## config.mk

```make
export PLATFORM = sky130hd
export DESIGN_NAME = rgb_to_hsv_pixel
export DESIGN_NICKNAME = d
export VERILOG_FILES = /design/src/design/rtv_pkg.sv /design/src/design/rgb_to_hsv_pixel.sv /design/src/design/rtv_div_cell.sv /design/src/design/rtv_front.sv
export VERILOG_INCLUDE_DIRS = /design/src /design/src/design
export SDC_FILE = /design/constraint.sdc
export NUM_CORES = 1
export LEC_CHECK = 0
export BUFFER_PORTS_ARGS = -buffer_cell sky130_fd_sc_hd__clkbuf_2
export CELL_PAD_IN_SITES_DETAIL_PLACEMENT = 1
export CELL_PAD_IN_SITES_GLOBAL_PLACEMENT = 1
export CORE_MARGIN = 2
export CORE_UTILIZATION = 57
export CTS_CLUSTER_SIZE = 12
export DETAILED_ROUTE_END_ITERATION = 12
export HOLD_SLACK_MARGIN = 0.06
export PLACE_DENSITY_LB_ADDON = 0.25
export SYNTH_ARGS = -nofsm -noshare
export SYNTH_HDL_FRONTEND = slang
export SYNTH_HIERARCHICAL = 1
export SYNTH_SLANG_ARGS = --single-unit
export TNS_END_PERCENT = 30
```

## constraint.sdc

```tcl
create_clock -name clk -period 6.65 [get_ports clk]
set_input_delay 0.665 -clock clk [delete_from_list [all_inputs] [get_ports clk]]
set_output_delay 0.665 -clock clk [all_outputs]
set_load 0.05 [all_outputs]
```

## src/design/rgb_to_hsv_pixel_defines.svh

```systemverilog
// Assertion macros used by the pixel converter RTL.
`ifndef RGB_TO_HSV_PIXEL_DEFINES_SVH
`define RGB_TO_HSV_PIXEL_DEFINES_SVH

// Same-cycle implication, sampled on clk and quiet while arst_n is low.
`define RTV_ASSERT_IMP(lbl, ante, cons, msg) \
	lbl: assert property (@(posedge clk) disable iff (!arst_n) (ante) |-> (cons)) \
		else $error(msg);

// Next-cycle implication, sampled on clk and quiet while arst_n is low.
`define RTV_ASSERT_NXT(lbl, ante, cons, msg) \
	lbl: assert property (@(posedge clk) disable iff (!arst_n) (ante) |=> (cons)) \
		else $error(msg);

`endif

```

## src/design/rtv_pkg.sv

```systemverilog
// Shared widths, constants and types of the pixel converter.
`timescale 1ns / 1ps
package rtv_pkg;

	localparam int CHAN_W = 8;
	localparam int NUM_W  = 2 * CHAN_W;
	localparam int N_W    = 11;
	localparam int NCELL  = CHAN_W;
	localparam int NSTAGE = NCELL + 2;

	localparam logic [N_W-1:0]    SECTOR_G    = N_W'(2);
	localparam logic [N_W-1:0]    SECTOR_B    = N_W'(4);
	localparam logic [N_W-1:0]    SECTOR_WRAP = N_W'(6);
	localparam logic [NUM_W-1:0]  HUE_SCALE   = NUM_W'(30);
	localparam logic [NUM_W-1:0]  SAT_SCALE   = NUM_W'(255);
	localparam logic [CHAN_W-1:0] HUE_MAX     = CHAN_W'(180);

	typedef struct packed {
		logic [CHAN_W-1:0] rem;
		logic [CHAN_W-1:0] num_lo;
		logic [CHAN_W-1:0] quo;
		logic [CHAN_W-1:0] den;
	} lane_t;

	typedef struct packed {
		logic              hue_zero;
		logic              sat_zero;
		logic [CHAN_W-1:0] value;
	} side_t;

endpackage

```

## src/design/rgb_to_hsv_pixel.sv

```systemverilog
// Top level: front stage, two chains of division cells, rounding output register.
//
//  channel | signals                      | payload
//  --------+------------------------------+---------------------------
//  input   | in_valid, in_stall (driven)  | blue, green, red
//  output  | out_valid, out_stall (taken) | hue, saturation, value
//
// One item enters per cycle while in_stall is low. Each item passes the front stage,
// eight division cells (one quotient bit each, hue and saturation side by side) and
// the rounding output register, in that order.
// Reset clears only the per-stage valid bits; the datapath is not reset.
// A stall at the output backs up stage by stage, and empty stages keep filling,
// so in_stall rises only once every stage holds an item.
`timescale 1ns / 1ps
`include "rgb_to_hsv_pixel_defines.svh"
module rgb_to_hsv_pixel
	import rtv_pkg::*;
(
	input  logic              clk,
	input  logic              arst_n,
	input  logic              in_valid,
	output logic              in_stall,
	input  logic [CHAN_W-1:0] blue,
	input  logic [CHAN_W-1:0] green,
	input  logic [CHAN_W-1:0] red,
	output logic              out_valid,
	input  logic              out_stall,
	output logic [CHAN_W-1:0] hue,
	output logic [CHAN_W-1:0] saturation,
	output logic [CHAN_W-1:0] value
);

	logic [NSTAGE-1:0] v_q;
	logic [NSTAGE-1:0] en;
	lane_t             hue_lane [0:NCELL];
	lane_t             sat_lane [0:NCELL];
	side_t             side_s1;
	side_t             side_q [0:NCELL-1];
	logic [CHAN_W-1:0] hue_q;
	logic [CHAN_W-1:0] sat_q;
	logic [CHAN_W-1:0] value_q;
	logic [CHAN_W:0]   hue_twice;
	logic [CHAN_W:0]   hue_den;
	logic [CHAN_W:0]   sat_twice;
	logic [CHAN_W:0]   sat_den;
	logic              hue_up;
	logic              sat_up;
	logic [CHAN_W-1:0] hue_rnd;
	logic [CHAN_W-1:0] sat_rnd;

	// A stage may load when it is empty or its item moves on this cycle.
	assign en[NSTAGE-1] = ~v_q[NSTAGE-1] | ~out_stall;
	genvar gi;
	generate
		for (gi = 0; gi < NSTAGE - 1; gi++) begin : g_en
			assign en[gi] = ~v_q[gi] | en[gi+1];
		end
	endgenerate

	assign in_stall = ~en[0];

	always_ff @(posedge clk or negedge arst_n) begin
		if (!arst_n) begin
			v_q <= '0;
		end else begin
			for (int i = 0; i < NSTAGE; i++) begin
				if (en[i]) begin
					v_q[i] <= (i == 0) ? in_valid : v_q[(i == 0) ? 0 : i - 1];
				end
			end
		end
	end

	rtv_front u_front (
		.clk         (clk),
		.en          (en[0]),
		.blue        (blue),
		.green       (green),
		.red         (red),
		.hue_lane_s1 (hue_lane[0]),
		.sat_lane_s1 (sat_lane[0]),
		.side_s1     (side_s1)
	);

	generate
		for (gi = 0; gi < NCELL; gi++) begin : g_cell
			rtv_div_cell u_hue_cell (
				.clk    (clk),
				.en     (en[gi+1]),
				.lane_d (hue_lane[gi]),
				.lane_q (hue_lane[gi+1])
			);
			rtv_div_cell u_sat_cell (
				.clk    (clk),
				.en     (en[gi+1]),
				.lane_d (sat_lane[gi]),
				.lane_q (sat_lane[gi+1])
			);
			always_ff @(posedge clk) begin
				if (en[gi+1]) begin
					side_q[gi] <= (gi == 0) ? side_s1 : side_q[(gi == 0) ? 0 : gi - 1];
				end
			end
		end
	endgenerate

	// Round half to even on the final quotient and remainder.
	always_comb begin
		hue_twice = {hue_lane[NCELL].rem, 1'b0};
		hue_den   = {1'b0, hue_lane[NCELL].den};
		hue_up    = (hue_twice > hue_den) ||
			((hue_twice == hue_den) && hue_lane[NCELL].quo[0]);
		hue_rnd   = hue_lane[NCELL].quo + CHAN_W'(hue_up);
		sat_twice = {sat_lane[NCELL].rem, 1'b0};
		sat_den   = {1'b0, sat_lane[NCELL].den};
		sat_up    = (sat_twice > sat_den) ||
			((sat_twice == sat_den) && sat_lane[NCELL].quo[0]);
		sat_rnd   = sat_lane[NCELL].quo + CHAN_W'(sat_up);
	end

	always_ff @(posedge clk) begin
		if (en[NSTAGE-1]) begin
			hue_q   <= side_q[NCELL-1].hue_zero ? '0 : hue_rnd;
			sat_q   <= side_q[NCELL-1].sat_zero ? '0 : sat_rnd;
			value_q <= side_q[NCELL-1].value;
		end
	end

	assign out_valid  = v_q[NSTAGE-1];
	assign hue        = hue_q;
	assign saturation = sat_q;
	assign value      = value_q;

	`RTV_ASSERT_IMP(a_hue_range, out_valid, hue <= HUE_MAX, "hue above half turn")
	`RTV_ASSERT_IMP(a_black_zero, out_valid && (value == '0), (saturation == '0) && (hue == '0), "black pixel with nonzero hue or saturation")
	`RTV_ASSERT_IMP(a_stall_full, in_stall, &v_q, "input stalled while a stage is empty")
	`RTV_ASSERT_NXT(a_accept_lands, in_valid && !in_stall, v_q[0], "accepted item missing from front stage")

endmodule

```

## src/design/rtv_div_cell.sv

```systemverilog
// One restoring division cell: one quotient bit per cell, registered.
`timescale 1ns / 1ps
module rtv_div_cell
	import rtv_pkg::*;
(
	input  logic  clk,
	input  logic  en,
	input  lane_t lane_d,
	output lane_t lane_q
);

	logic [CHAN_W:0] trial;
	logic [CHAN_W:0] den_x;
	logic [CHAN_W:0] diff;
	logic            ge;
	lane_t           nxt;

	always_comb begin
		trial = {lane_d.rem, lane_d.num_lo[CHAN_W-1]};
		den_x = {1'b0, lane_d.den};
		diff  = trial - den_x;
		ge    = (trial >= den_x);
		nxt.rem    = ge ? diff[CHAN_W-1:0] : trial[CHAN_W-1:0];
		nxt.num_lo = {lane_d.num_lo[CHAN_W-2:0], 1'b0};
		nxt.quo    = {lane_d.quo[CHAN_W-2:0], ge};
		nxt.den    = lane_d.den;
	end

	always_ff @(posedge clk) begin
		if (en) begin
			lane_q <= nxt;
		end
	end

endmodule

```

## src/design/rtv_front.sv

```systemverilog
// Front stage: max, min, sector numerator and the two division lanes.
`timescale 1ns / 1ps
module rtv_front
	import rtv_pkg::*;
(
	input  logic              clk,
	input  logic              en,
	input  logic [CHAN_W-1:0] blue,
	input  logic [CHAN_W-1:0] green,
	input  logic [CHAN_W-1:0] red,
	output lane_t             hue_lane_s1,
	output lane_t             sat_lane_s1,
	output side_t             side_s1
);

	logic              red_top;
	logic              green_top;
	logic [CHAN_W-1:0] mx;
	logic [CHAN_W-1:0] mn;
	logic [CHAN_W-1:0] d;
	logic [N_W-1:0]    d_w;
	logic [N_W-1:0]    r_w;
	logic [N_W-1:0]    g_w;
	logic [N_W-1:0]    b_w;
	logic [N_W-1:0]    n;
	logic [NUM_W-1:0]  hue_num;
	logic [NUM_W-1:0]  sat_num;

	always_comb begin
		red_top   = (red >= green) && (red >= blue);
		green_top = !red_top && (green >= blue);
		mx = red_top ? red : (green_top ? green : blue);
		if ((red <= green) && (red <= blue)) begin
			mn = red;
		end else if (green <= blue) begin
			mn = green;
		end else begin
			mn = blue;
		end
		d   = mx - mn;
		d_w = N_W'(d);
		r_w = N_W'(red);
		g_w = N_W'(green);
		b_w = N_W'(blue);
		// Every sector offset keeps n non-negative, so modular math is exact.
		if (red_top) begin
			n = (green >= blue) ? (g_w - b_w) : (SECTOR_WRAP * d_w - (b_w - g_w));
		end else if (green_top) begin
			n = SECTOR_G * d_w + b_w - r_w;
		end else begin
			n = SECTOR_B * d_w + r_w - g_w;
		end
		hue_num = NUM_W'(n) * HUE_SCALE;
		sat_num = NUM_W'(d) * SAT_SCALE;
	end

	always_ff @(posedge clk) begin
		if (en) begin
			hue_lane_s1.rem    <= hue_num[NUM_W-1 -: CHAN_W];
			hue_lane_s1.num_lo <= hue_num[CHAN_W-1:0];
			hue_lane_s1.quo    <= '0;
			hue_lane_s1.den    <= d;
			sat_lane_s1.rem    <= sat_num[NUM_W-1 -: CHAN_W];
			sat_lane_s1.num_lo <= sat_num[CHAN_W-1:0];
			sat_lane_s1.quo    <= '0;
			sat_lane_s1.den    <= mx;
			side_s1.hue_zero   <= (d == '0);
			side_s1.sat_zero   <= (mx == '0);
			side_s1.value      <= mx;
		end
	end

endmodule
```

Word-level counts from Yosys, hierarchy flattened
Memories as Yosys holds them, arrays and structs flattened.
Cells that the tools add are included.
- add/subtract/negate cells: 26
- multipliers: 3
- magnitude comparators: 24
- equality and inequality tests: 2
- muxes and demuxes: 39
- bitwise gates (word level): 22
- reductions and logical operators: 10
- operators with widths (kind ; count):
    two-way mux 8 bit ; 20
    greater-or-equal comparator 9 x 8 -> 1 bit ; 16
    subtractor 8 bit ; 17
    two-way mux 11 bit ; 3
    greater-or-equal comparator 8 bit ; 3
    less-or-equal comparator 8 bit ; 3
    subtractor 11 x 8 -> 11 bit ; 2
    equality test 9 x 8 -> 1 bit ; 2
    > comparator 9 x 8 -> 1 bit ; 2
    subtractor 8 x 8 -> 9 bit ; 2
    adder 8 x 1 -> 8 bit ; 2
    zero test 8 bit ; 2
    multiplier 8 x 8 -> 16 bit (second input constant) ; 1
    two-way mux 1 bit ; 16
    multiplier 11 x 4 -> 15 bit (second input constant) ; 1
    inverter 1 bit ; 12
    adder 10 x 8 -> 11 bit ; 1
    subtractor 11 bit ; 1
    adder 9 x 8 -> 10 bit ; 1
    multiplier 2 x 8 -> 10 bit (first input constant) ; 1
    OR 1 bit ; 10
    logical AND 1 bit ; 5
    logical OR 1 bit ; 2
    zero test 1 bit ; 1
- register bits after elaboration: 460
- memory bits (writable): 80
- input bits: 28
- output and inout port bits: 26
- logic and storage cells: 210
- memories: 1
- memories (name ; depth ; width ; rd ports ; clocked after memory_dff ; write ports ; RTL line ; source):
    side_q ; 8 ; 10 ; 8 ; 0 ; 8 ; rgb_to_hsv_pixel.sv:38 ; side_t side_q [0:NCELL-1];

Logic depth before layout (Yosys ltp)
Gate-level depths: netlist of run 1.
- word-level depth: 12
- mapped depth: 42
- mapped depth without buffers: 40

By module
Netlist of run 1, hierarchy kept.
- modules (own cells, without submodules) (module ; times used ; cells an instance ; area each (um^2)):
    rtv_div_cell at g_cell[0].u_hue_cell ... ; 11 ; 99 ; 1481.4
    rtv_front ; 1 ; 888 ; 8029.0
    rtv_div_cell at g_cell[4].u_hue_cell ... ; 4 ; 102 ; 1462.7
    rgb_to_hsv_pixel ; 1 ; 233 ; 4226.6
    rtv_div_cell at g_cell[3].u_sat_cell ; 1 ; 101 ; 1478.9

Least setup slack after synthesis of run 1
Ideal clock, no wire load.
- path type: input -> register
- start point: input port blue[1]
- end point: register u_front/hue_lane_s1[30] (netlist bit) (data pin)
- library setup time: 0.257 ns
- arrival: 8.260 ns
- data required time: 6.393 ns
- setup slack: -1.867 ns
- stages on the path: 36
- path buffers: 1
- path through: inv_1 -> ha_1 -> nor2b_1 -> o31a_1 -> o31a_1 -> or2_1 -> clkbuf_1 -> a21oi_1 -> o21ai_1 -> inv_1 -> ha_1 -> inv_1 -> fa_1 -> a211oi_1 -> nor2_1 -> xor2_1 -> inv_1 -> ha_1 -> a31oi_1 -> nor3_1 -> a311o_1 -> a21oi_1 -> xnor2_1 -> ha_1 -> a21o_1 -> a31oi_1 -> nor2_1 -> mux2i_1 -> o211ai_1 -> fa_1 -> inv_1 -> ha_1 -> ha_1 -> or3_1 -> o211a_1 -> xor2_1
- word-level cells in the longest chain between the ends: 12
- RTL lines (item ; RTL line ; source):
    from (decl) ; rgb_to_hsv_pixel.sv:23 ; input logic [CHAN_W-1:0] blue,
    greater-or-equal comparator 8 bit ; rtv_front.sv:30 ; red_top = (red >= green) && (red >= blue);
    logical AND 1 bit ; rtv_front.sv:30 ;
    zero test 1 bit ; rtv_front.sv:31 ; green_top = !red_top && (green >= blue);
    logical AND 1 bit ; rtv_front.sv:31 ;
    two-way mux 8 bit ; rtv_front.sv:32 ; mx = red_top ? red : (green_top ? green : blue);
    two-way mux 8 bit (*) ; rtv_front.sv:32 ;
    named net u_front.mx[0] ; rtv_front.sv:18 ; logic [CHAN_W-1:0] mx;
    subtractor 8 bit (*) ; rtv_front.sv:40 ; d = mx - mn;
    named net u_front.d[4] ; rtv_front.sv:20 ; logic [CHAN_W-1:0] d;
    multiplier 2 x 8 -> 10 bit (tied with other cells) ; rtv_front.sv:47 ; n = (green >= blue) ? (g_w - b_w) : (SECTOR_WRAP * d_w - (b_w - g_w));
    subtractor 11 bit (tied with other cells) ; rtv_front.sv:47 ;
    two-way mux 11 bit, on equally long branches ; rtv_front.sv:47, rtv_front.sv:48 ;
    two-way mux 11 bit (*) ; rtv_front.sv:46 ; if (red_top) begin
    multiplier 11 x 4 -> 15 bit (*) ; rtv_front.sv:53 ; hue_num = NUM_W'(n) * HUE_SCALE;
    named net u_front.hue_num[14] ; rtv_front.sv:26 ; logic [NUM_W-1:0] hue_num;
    to (decl) ; rtv_front.sv:11 ; output lane_t hue_lane_s1,
Mark *: on every way through the listed nets, which the timed path passes. The rest lies on a longest branch.
A chain may end at the register's enable or synchronous reset.

Worst setup path in the final report of run 1
- start point: input port green[1]
- end point: register u_front/hue_lane_s1[29] (netlist bit) (data pin)
- word-level cells in the longest chain between the ends: 12
- RTL lines (item ; RTL line ; source):
    from (decl) ; rgb_to_hsv_pixel.sv:24 ; input logic [CHAN_W-1:0] green,
    greater-or-equal comparator 8 bit ; rtv_front.sv:30 ;
    logical AND 1 bit ; rtv_front.sv:30 ;
    zero test 1 bit ; rtv_front.sv:31 ;
    logical AND 1 bit ; rtv_front.sv:31 ;
    two-way mux 8 bit ; rtv_front.sv:32 ;
    two-way mux 8 bit (*) ; rtv_front.sv:32 ;
    named net u_front.mx[0] ; rtv_front.sv:18 ;
    subtractor 8 bit (*) ; rtv_front.sv:40 ;
    named net u_front.d[2] ; rtv_front.sv:20 ;
    multiplier 2 x 8 -> 10 bit (tied with other cells) ; rtv_front.sv:47 ;
    subtractor 11 bit (tied with other cells) ; rtv_front.sv:47 ;
    two-way mux 11 bit, on equally long branches ; rtv_front.sv:47, rtv_front.sv:48 ;
    two-way mux 11 bit (*) ; rtv_front.sv:46 ;
    multiplier 11 x 4 -> 15 bit (*) ; rtv_front.sv:53 ;
    named net u_front.hue_num[13] ; rtv_front.sv:26 ;
Marks and branches as above.

==> reports/results.tsv, run 1 <==
metric	value	unit
area of the die	58440	um^2
Clock Skews	0.03251	ns
Clock Path Buffers	3	
Final period util	113.9	%
cell occurring most often along the worst timing path	sky130_fd_sc_hd__inv_1	
# setup viols final	17	
number of placement rows	87	
number of antenna violations at the first check in global routing	1	
Synth Cell Area	32220	um^2
largest net degree at the start of global routing	61	
Critical Path AT	7.92	ns
cell type of the slowest stage on the worst timing path	sky130_fd_sc_hd__fa_1	
effective utilization at floorplan	57.36	%
WL final	96.92	mm
final weighted congestion in routability-driven placement	0.9244	
highest clock rate	132.0	MHz
total overflow reported by the global router	0	
failing checks	setup timing	
Final Slew Violations	0	
vias after detailed routing	22620	
source-to-sink clock delay at the later pin of the worst-skew pair	0.62	ns
worst hold slack after final layout	0.3469	ns
clock tree from TritonCTS	done	
classification of the worst setup path	primary input to flip-flop	
1st-pass router iterations	5	
die span in y	241.7	um
final hold violation count	0	
IO Pins	54	
Max FO, Critical Path	4	
via count of the first global-routing pass	24600	
Final Critical Period	7.576	ns
estimated wirelength of the detail-placed design	62.97	mm
die width	241.7	um
RSZ-0062 raised after global routing	true	
clock-pin slew on the worst setup and hold paths	0.06	ns
count of clock tree sinks	546	
actual transition at the worst max-transition pin	1.227	ns
fraction of final layout cells sized beyond drive strength 1	25.73	%
Total GRT Usage	31.48	%
# H-tree levels	2	
sort of element at the end of the critical path	flip-flop	
number of maximum-capacitance violations	0	
Placeable Area	56170	um^2
post-synthesis cell count	2559	
CP max stage delay	0.57	ns
status	complete, but fails checks	
fillers	5428	
DR vias/cell	6.122	
Mean Syn Cell Area	12.59	um^2
Area growth syn-to-layout	18.17	%
Synth Warn #	6	
count of routing violations after the opening detailed-route iteration	1632	
post-placement setup slack	-1.753	ns
Post-Synthesis Net Count	2944	
class of the tightest hold or removal check	primary input to flip-flop	
smallest setup slack after layout	-0.9261	ns
number of buffer cells added on primary ports	53	
kind of launch point of the worst setup path	primary input	
antenna-violating nets left	0	
Post-layout nets	3280	
wire length of the first global-routing pass	142.7	mm
required time of the worst setup path	6.99	ns
total DRC errors in the routed layout	0	
tightest slew margin relative to the limit	18.09	%
CTS Buf Count	56	
library cell used as clock root buffer	sky130_fd_sc_hd__clkbuf_16	
post-DR wirelength/cell	26.23	um
[layer usage]
| metal | track usage (%) | up-vias | share of wire [%] | wire [um] |
|---|---|---|---|---|
| met3 | 4.073 | 382 | 4.6 | 4505 |
| li1 | - | 9948 | - | - |
| met4 | 16.41 | 0 | 6.3 | 6071 |
| met2 | 59.20 | 917 | 53 | 51150 |
| met1 | 34.50 | 11370 | 36 | 35200 |
| met5 | 0 | - | 0 | 0 |
[worst max-delay path: cells and delay by family]
family	cells	cell delay [ns]
simple gates	3	0.41
xor+xnor	4	0.63
buf+inv	11	1.12
compound gates	9	1.65
fa+ha+maj	8	3.14
mux	1	0.27
[cell usage in the layout, fill, tap and decap left out, types with 16 or more instances in the layout]
cell                          n
sky130_fd_sc_hd__o21a_1      34
sky130_fd_sc_hd__a311o_1     18
sky130_fd_sc_hd__mux2_2      25
sky130_fd_sc_hd__fa_1        71
sky130_fd_sc_hd__mux2i_1     39
sky130_fd_sc_hd__inv_2       21
sky130_fd_sc_hd__nor2b_1     31
sky130_fd_sc_hd__o21ai_0     64
sky130_fd_sc_hd__ha_4        29
sky130_fd_sc_hd__nor4_1      16
sky130_fd_sc_hd__nor3b_1     19
sky130_fd_sc_hd__clkbuf_2    52
sky130_fd_sc_hd__nand2b_1    39
sky130_fd_sc_hd__xnor2_1     80
sky130_fd_sc_hd__clkbuf_16   57
sky130_fd_sc_hd__buf_6       19
sky130_fd_sc_hd__buf_4      261
sky130_fd_sc_hd__nor2_1     112
sky130_fd_sc_hd__clkbuf_1    24
sky130_fd_sc_hd__nand3_1     45
sky130_fd_sc_hd__a31oi_1     21
sky130_fd_sc_hd__o31a_1      18
sky130_fd_sc_hd__a21oi_2     26
sky130_fd_sc_hd__xor2_1      39
sky130_fd_sc_hd__inv_1      328
sky130_fd_sc_hd__edfxtp_1   536
sky130_fd_sc_hd__a21oi_1     86
sky130_fd_sc_hd__ha_1       246
sky130_fd_sc_hd__nand2_1     73
sky130_fd_sc_hd__a21o_1      56
sky130_fd_sc_hd__a211oi_1    23
sky130_fd_sc_hd__nor3_1      58
sky130_fd_sc_hd__mux2_4      66
[final timing paths]
kind                       depth (start not counted)  slack [ns]                             from                              end
max in group asynchronous                          2        5.79                           arst_n                           v_q[5]
min reg2reg                                        0        0.40  g_cell[0].u_sat_cell/lane_q[17]  g_cell[1].u_sat_cell/lane_q[18]
max                                               36       -0.93                         green[1]          u_front/hue_lane_s1[29]
max reg2reg                                        6        3.66  g_cell[1].u_sat_cell/lane_q[30]  g_cell[2].u_sat_cell/lane_q[31]
min                                                2        0.35                         in_valid                           v_q[0]
min in group asynchronous                          2        0.55                           arst_n                           v_q[0]
[per-stage QoR]
stage / util, % / area (um^2) / std cells / TNS, ns
after floorplan: - / 32570 / 2559 / -11.90
after global placement: 62.50 / 35110 / 3543 / -20.92
after detailed placement: 62.50 / 35110 / 3543 / -25.96
after CTS: 66.75 / 37490 / 3674 / -5.140
after global routing: 67.78 / 38070 / 3694 / -11.31
final: 67.78 / 38070 / 3695 / -8.931
[registers in the layout, indices dropped and copies added, names as in the netlist, 10 cells and up]
signal and cells:
u_front/hue_lane_s1 23, g_cell.u_sat_cell/lane_q 192, g_cell.u_hue_cell/lane_q 192, u_front/sat_lane_s1 23
side_q 80, v_q 10
[area by class of cell]
cell class	count	area, um^2	share of cell area, %
clock inverters	12	100.1	0.2629
flip-flops and latches	546	16350	42.93
clock buffers	89	1627	4.272
well taps	756	945.9	2.485
diodes	1	2.502	0.006573
multi-input cells	1599	15180	39.88
inverters	355	1348	3.539
repair buffers	337	2519	6.616
[what timing repair did]
action	CTS	global route
hold buffers	1	0
resized for setup	102	81
endpoints found under the hold margin	10	0
buffers inserted	31	20
endpoints found under the setup margin	20	18
pin swaps	50	44
Power of run 1 is not shown: default switching activity piles up to over one toggle a cycle in this logic, so the estimate is an artifact.
==> run 2, diff against run 1 <==
Settings changed: CORE_MARGIN 2 to unset.
==> reports/results.tsv, run 2 (synthesized netlist as in run 1, its figures left out) <==
metric	value	unit	change
failing checks	setup timing		
number of maximum-capacitance violations	0		unchanged
met1 usage in global routing	35.94	%	+1.4 points
cell count after placement	3536		-0.20%
Post-layout nets	3282		+0.061%
number of buffer cells added on primary ports	53		unchanged
WL final	103.9	mm	+7.2%
worst hold slack after final layout	0.3591	ns	+0.01220 ns
final non-filler cell area	37850	um^2	-0.58%
total DRC errors in the routed layout	0		unchanged
Critical Path AT	8.11	ns	+0.19 ns
fillers	5392		-0.66%
IO Pins	54		unchanged
met3 routing resource usage after global routing	4.875	%	+0.80 points
fraction of final layout cells sized beyond drive strength 1	25.38	%	-0.36 points
wire length of the first global-routing pass	145.4	mm	+1.9%
GR peak layer	met2		
Clock Skews	0.02349	ns	-0.009012 ns
via count of the first global-routing pass	24910		+1.3%
required time of the worst setup path	7.02	ns	+0.03 ns
global-route met2 utilization	63.42	%	+4.2 points
CP max stage delay	0.57	ns	about the same
classification of the worst setup path	primary input to flip-flop		
number of placement rows	86		-1.1%
Final period util	116.4	%	+2.5 points
cell type of the slowest stage on the worst timing path	sky130_fd_sc_hd__fa_1		
count of routing violations after the opening detailed-route iteration	1955		+20%
CTS Buf Count	55		-1.8%
Final Slew Violations	0		unchanged
clock-pin slew on the worst setup and hold paths	0.07	ns	about the same
final hold violation count	0		unchanged
clock tree from TritonCTS	done		
effective utilization at floorplan	58.02	%	+0.67 points
kind of launch point of the worst setup path	primary input		
highest clock rate	129.1	MHz	-2.2%
RSZ-0062 raised after global routing	true		
leading cell type in the layout, fill and taps excluded	sky130_fd_sc_hd__edfxtp_1		
sort of element at the end of the critical path	flip-flop		
DR vias/cell	6.290		+2.7%
commonest cells after routing, fill and taps aside	sky130_fd_sc_hd__edfxtp_1, sky130_fd_sc_hd__inv_1, sky130_fd_sc_hd__buf_4, sky130_fd_sc_hd__ha_1, sky130_fd_sc_hd__nor2_1		
post-DR wirelength/cell	28.26	um	+7.7%
1st-pass router iterations	5		unchanged
Final Critical Period	7.743	ns	+0.1671 ns
Setup Total Neg Slack	-11.47	ns	-2.539 ns
library cell used as clock root buffer	sky130_fd_sc_hd__clkbuf_16		
Placeable Area	55520	um^2	-1.1%
estimated wirelength of the detail-placed design	63.03	mm	about the same
class of the tightest hold or removal check	primary input to flip-flop		
count of clock tree sinks	546		unchanged
# setup viols final	18		+1
die span in y	239.7	um	-0.83%
actual transition at the worst max-transition pin	1.282	ns	+0.05484 ns
vias after detailed routing	23130		+2.2%
status	complete, but fails checks		
# H-tree levels	2		unchanged
tightest slew margin relative to the limit	14.43	%	-3.7 points
Cell Area, Placed	35090	um^2	about the same
largest registers	g_cell.u_hue_cell/lane_q x192, g_cell.u_sat_cell/lane_q x192, side_q x80		
source-to-sink clock delay at the later pin of the worst-skew pair	0.62	ns	about the same
area of the die	57480	um^2	-1.6%
number of antenna violations at the first check in global routing	3		+2
final weighted congestion in routability-driven placement	0.9413		+1.8%
Total GRT Usage	33.61	%	+2.1 points
antenna-violating nets left	0		unchanged
Clock Path Buffers	3		unchanged
smallest setup slack after layout	-1.093	ns	-0.1671 ns
total overflow reported by the global router	0		unchanged
filler-free cell count of the finished design	3677		-0.49%
Max FO, Critical Path	10		+6
die width	239.7	um	-0.83%
largest net degree at the start of global routing	61		unchanged
Area growth syn-to-layout	17.49	%	
run 2: cell count changes in the layout (fill, tap and decap cells not counted), sizes merged:
| cell | change |
|---|---|
| inv | -1 |
| clkinvlp | -2 |
| buf | +3 |
| bufinv | -1 |
| clkbuf | -11 |
| clkinv | +2 |
run 2: through the flow:
step           util, %  setup slack, ns
2_1_floorplan        -           -1.099
3_3_place_gp     63.20           -1.472
3_5_place_dp     63.20           -1.703
4_1_cts          67.44          -0.6541
5_1_grt          68.17           -1.225
6_report         68.17           -1.093
run 2: final timing paths:
kind / startpoint / to / slack (ns) / depth (start not counted)
hold reg to reg: side_q[1][29] / side_q[1][39] / 0.42 / 0
hold / removal: in_valid / v_q[0] / 0.36 / 2
setup reg to reg: v_q[9] / u_front/sat_lane_s1[4] / 3.23 / 6
max in group asynchronous: arst_n / v_q[6] / 5.81 / 2
setup / recovery: blue[1] / u_front/hue_lane_s1[29] / -1.09 / 38
min in group asynchronous: arst_n / v_q[3] / 0.57 / 2
run 2: final cells by class:
| class | count | area (um^2) | area share (%) |
|---|---|---|---|
| flip-flops and latches | 546 | 16350 | 43.18 |
| multi-input cells | 1599 | 15120 | 39.93 |
| repair buffers | 340 | 2501 | 6.608 |
| clock buffers | 78 | 1555 | 4.109 |
| inverters | 355 | 1344 | 3.550 |
| well taps | 748 | 935.9 | 2.473 |
| clock inverters | 10 | 51.30 | 0.1355 |
| diodes | 1 | 2.502 | 0.006611 |
run 2: worst max-delay path: cells and delay by family:
kind / cells / cell delay, ns
AO/OA/AOI/OAI: 10 / 2.42
XOR/XNOR: 2 / 0.30
multiplexers: 1 / 0.29
buffers and inverters: 9 / 0.99
adder cells (fa/ha/maj): 7 / 2.24
AND/OR/NAND/NOR: 9 / 1.18
run 2: metal layers:
layer	vias up	share of wire, %
met2	1024	53
met1	11760	36
met4	0	6.3
li1	9933	-
met5	-	0
met3	414	4.8
run 2: what timing repair did:
item | in CTS | in global routing
hold buffers | 1 | 0
hold endpoints to repair | 10 | 0
setup endpoints to repair | 19 | 19
buffers inserted | 36 | 15
pin swaps | 60 | 52
gates resized for setup | 102 | 63
Power of run 2 is left out for the same reason.
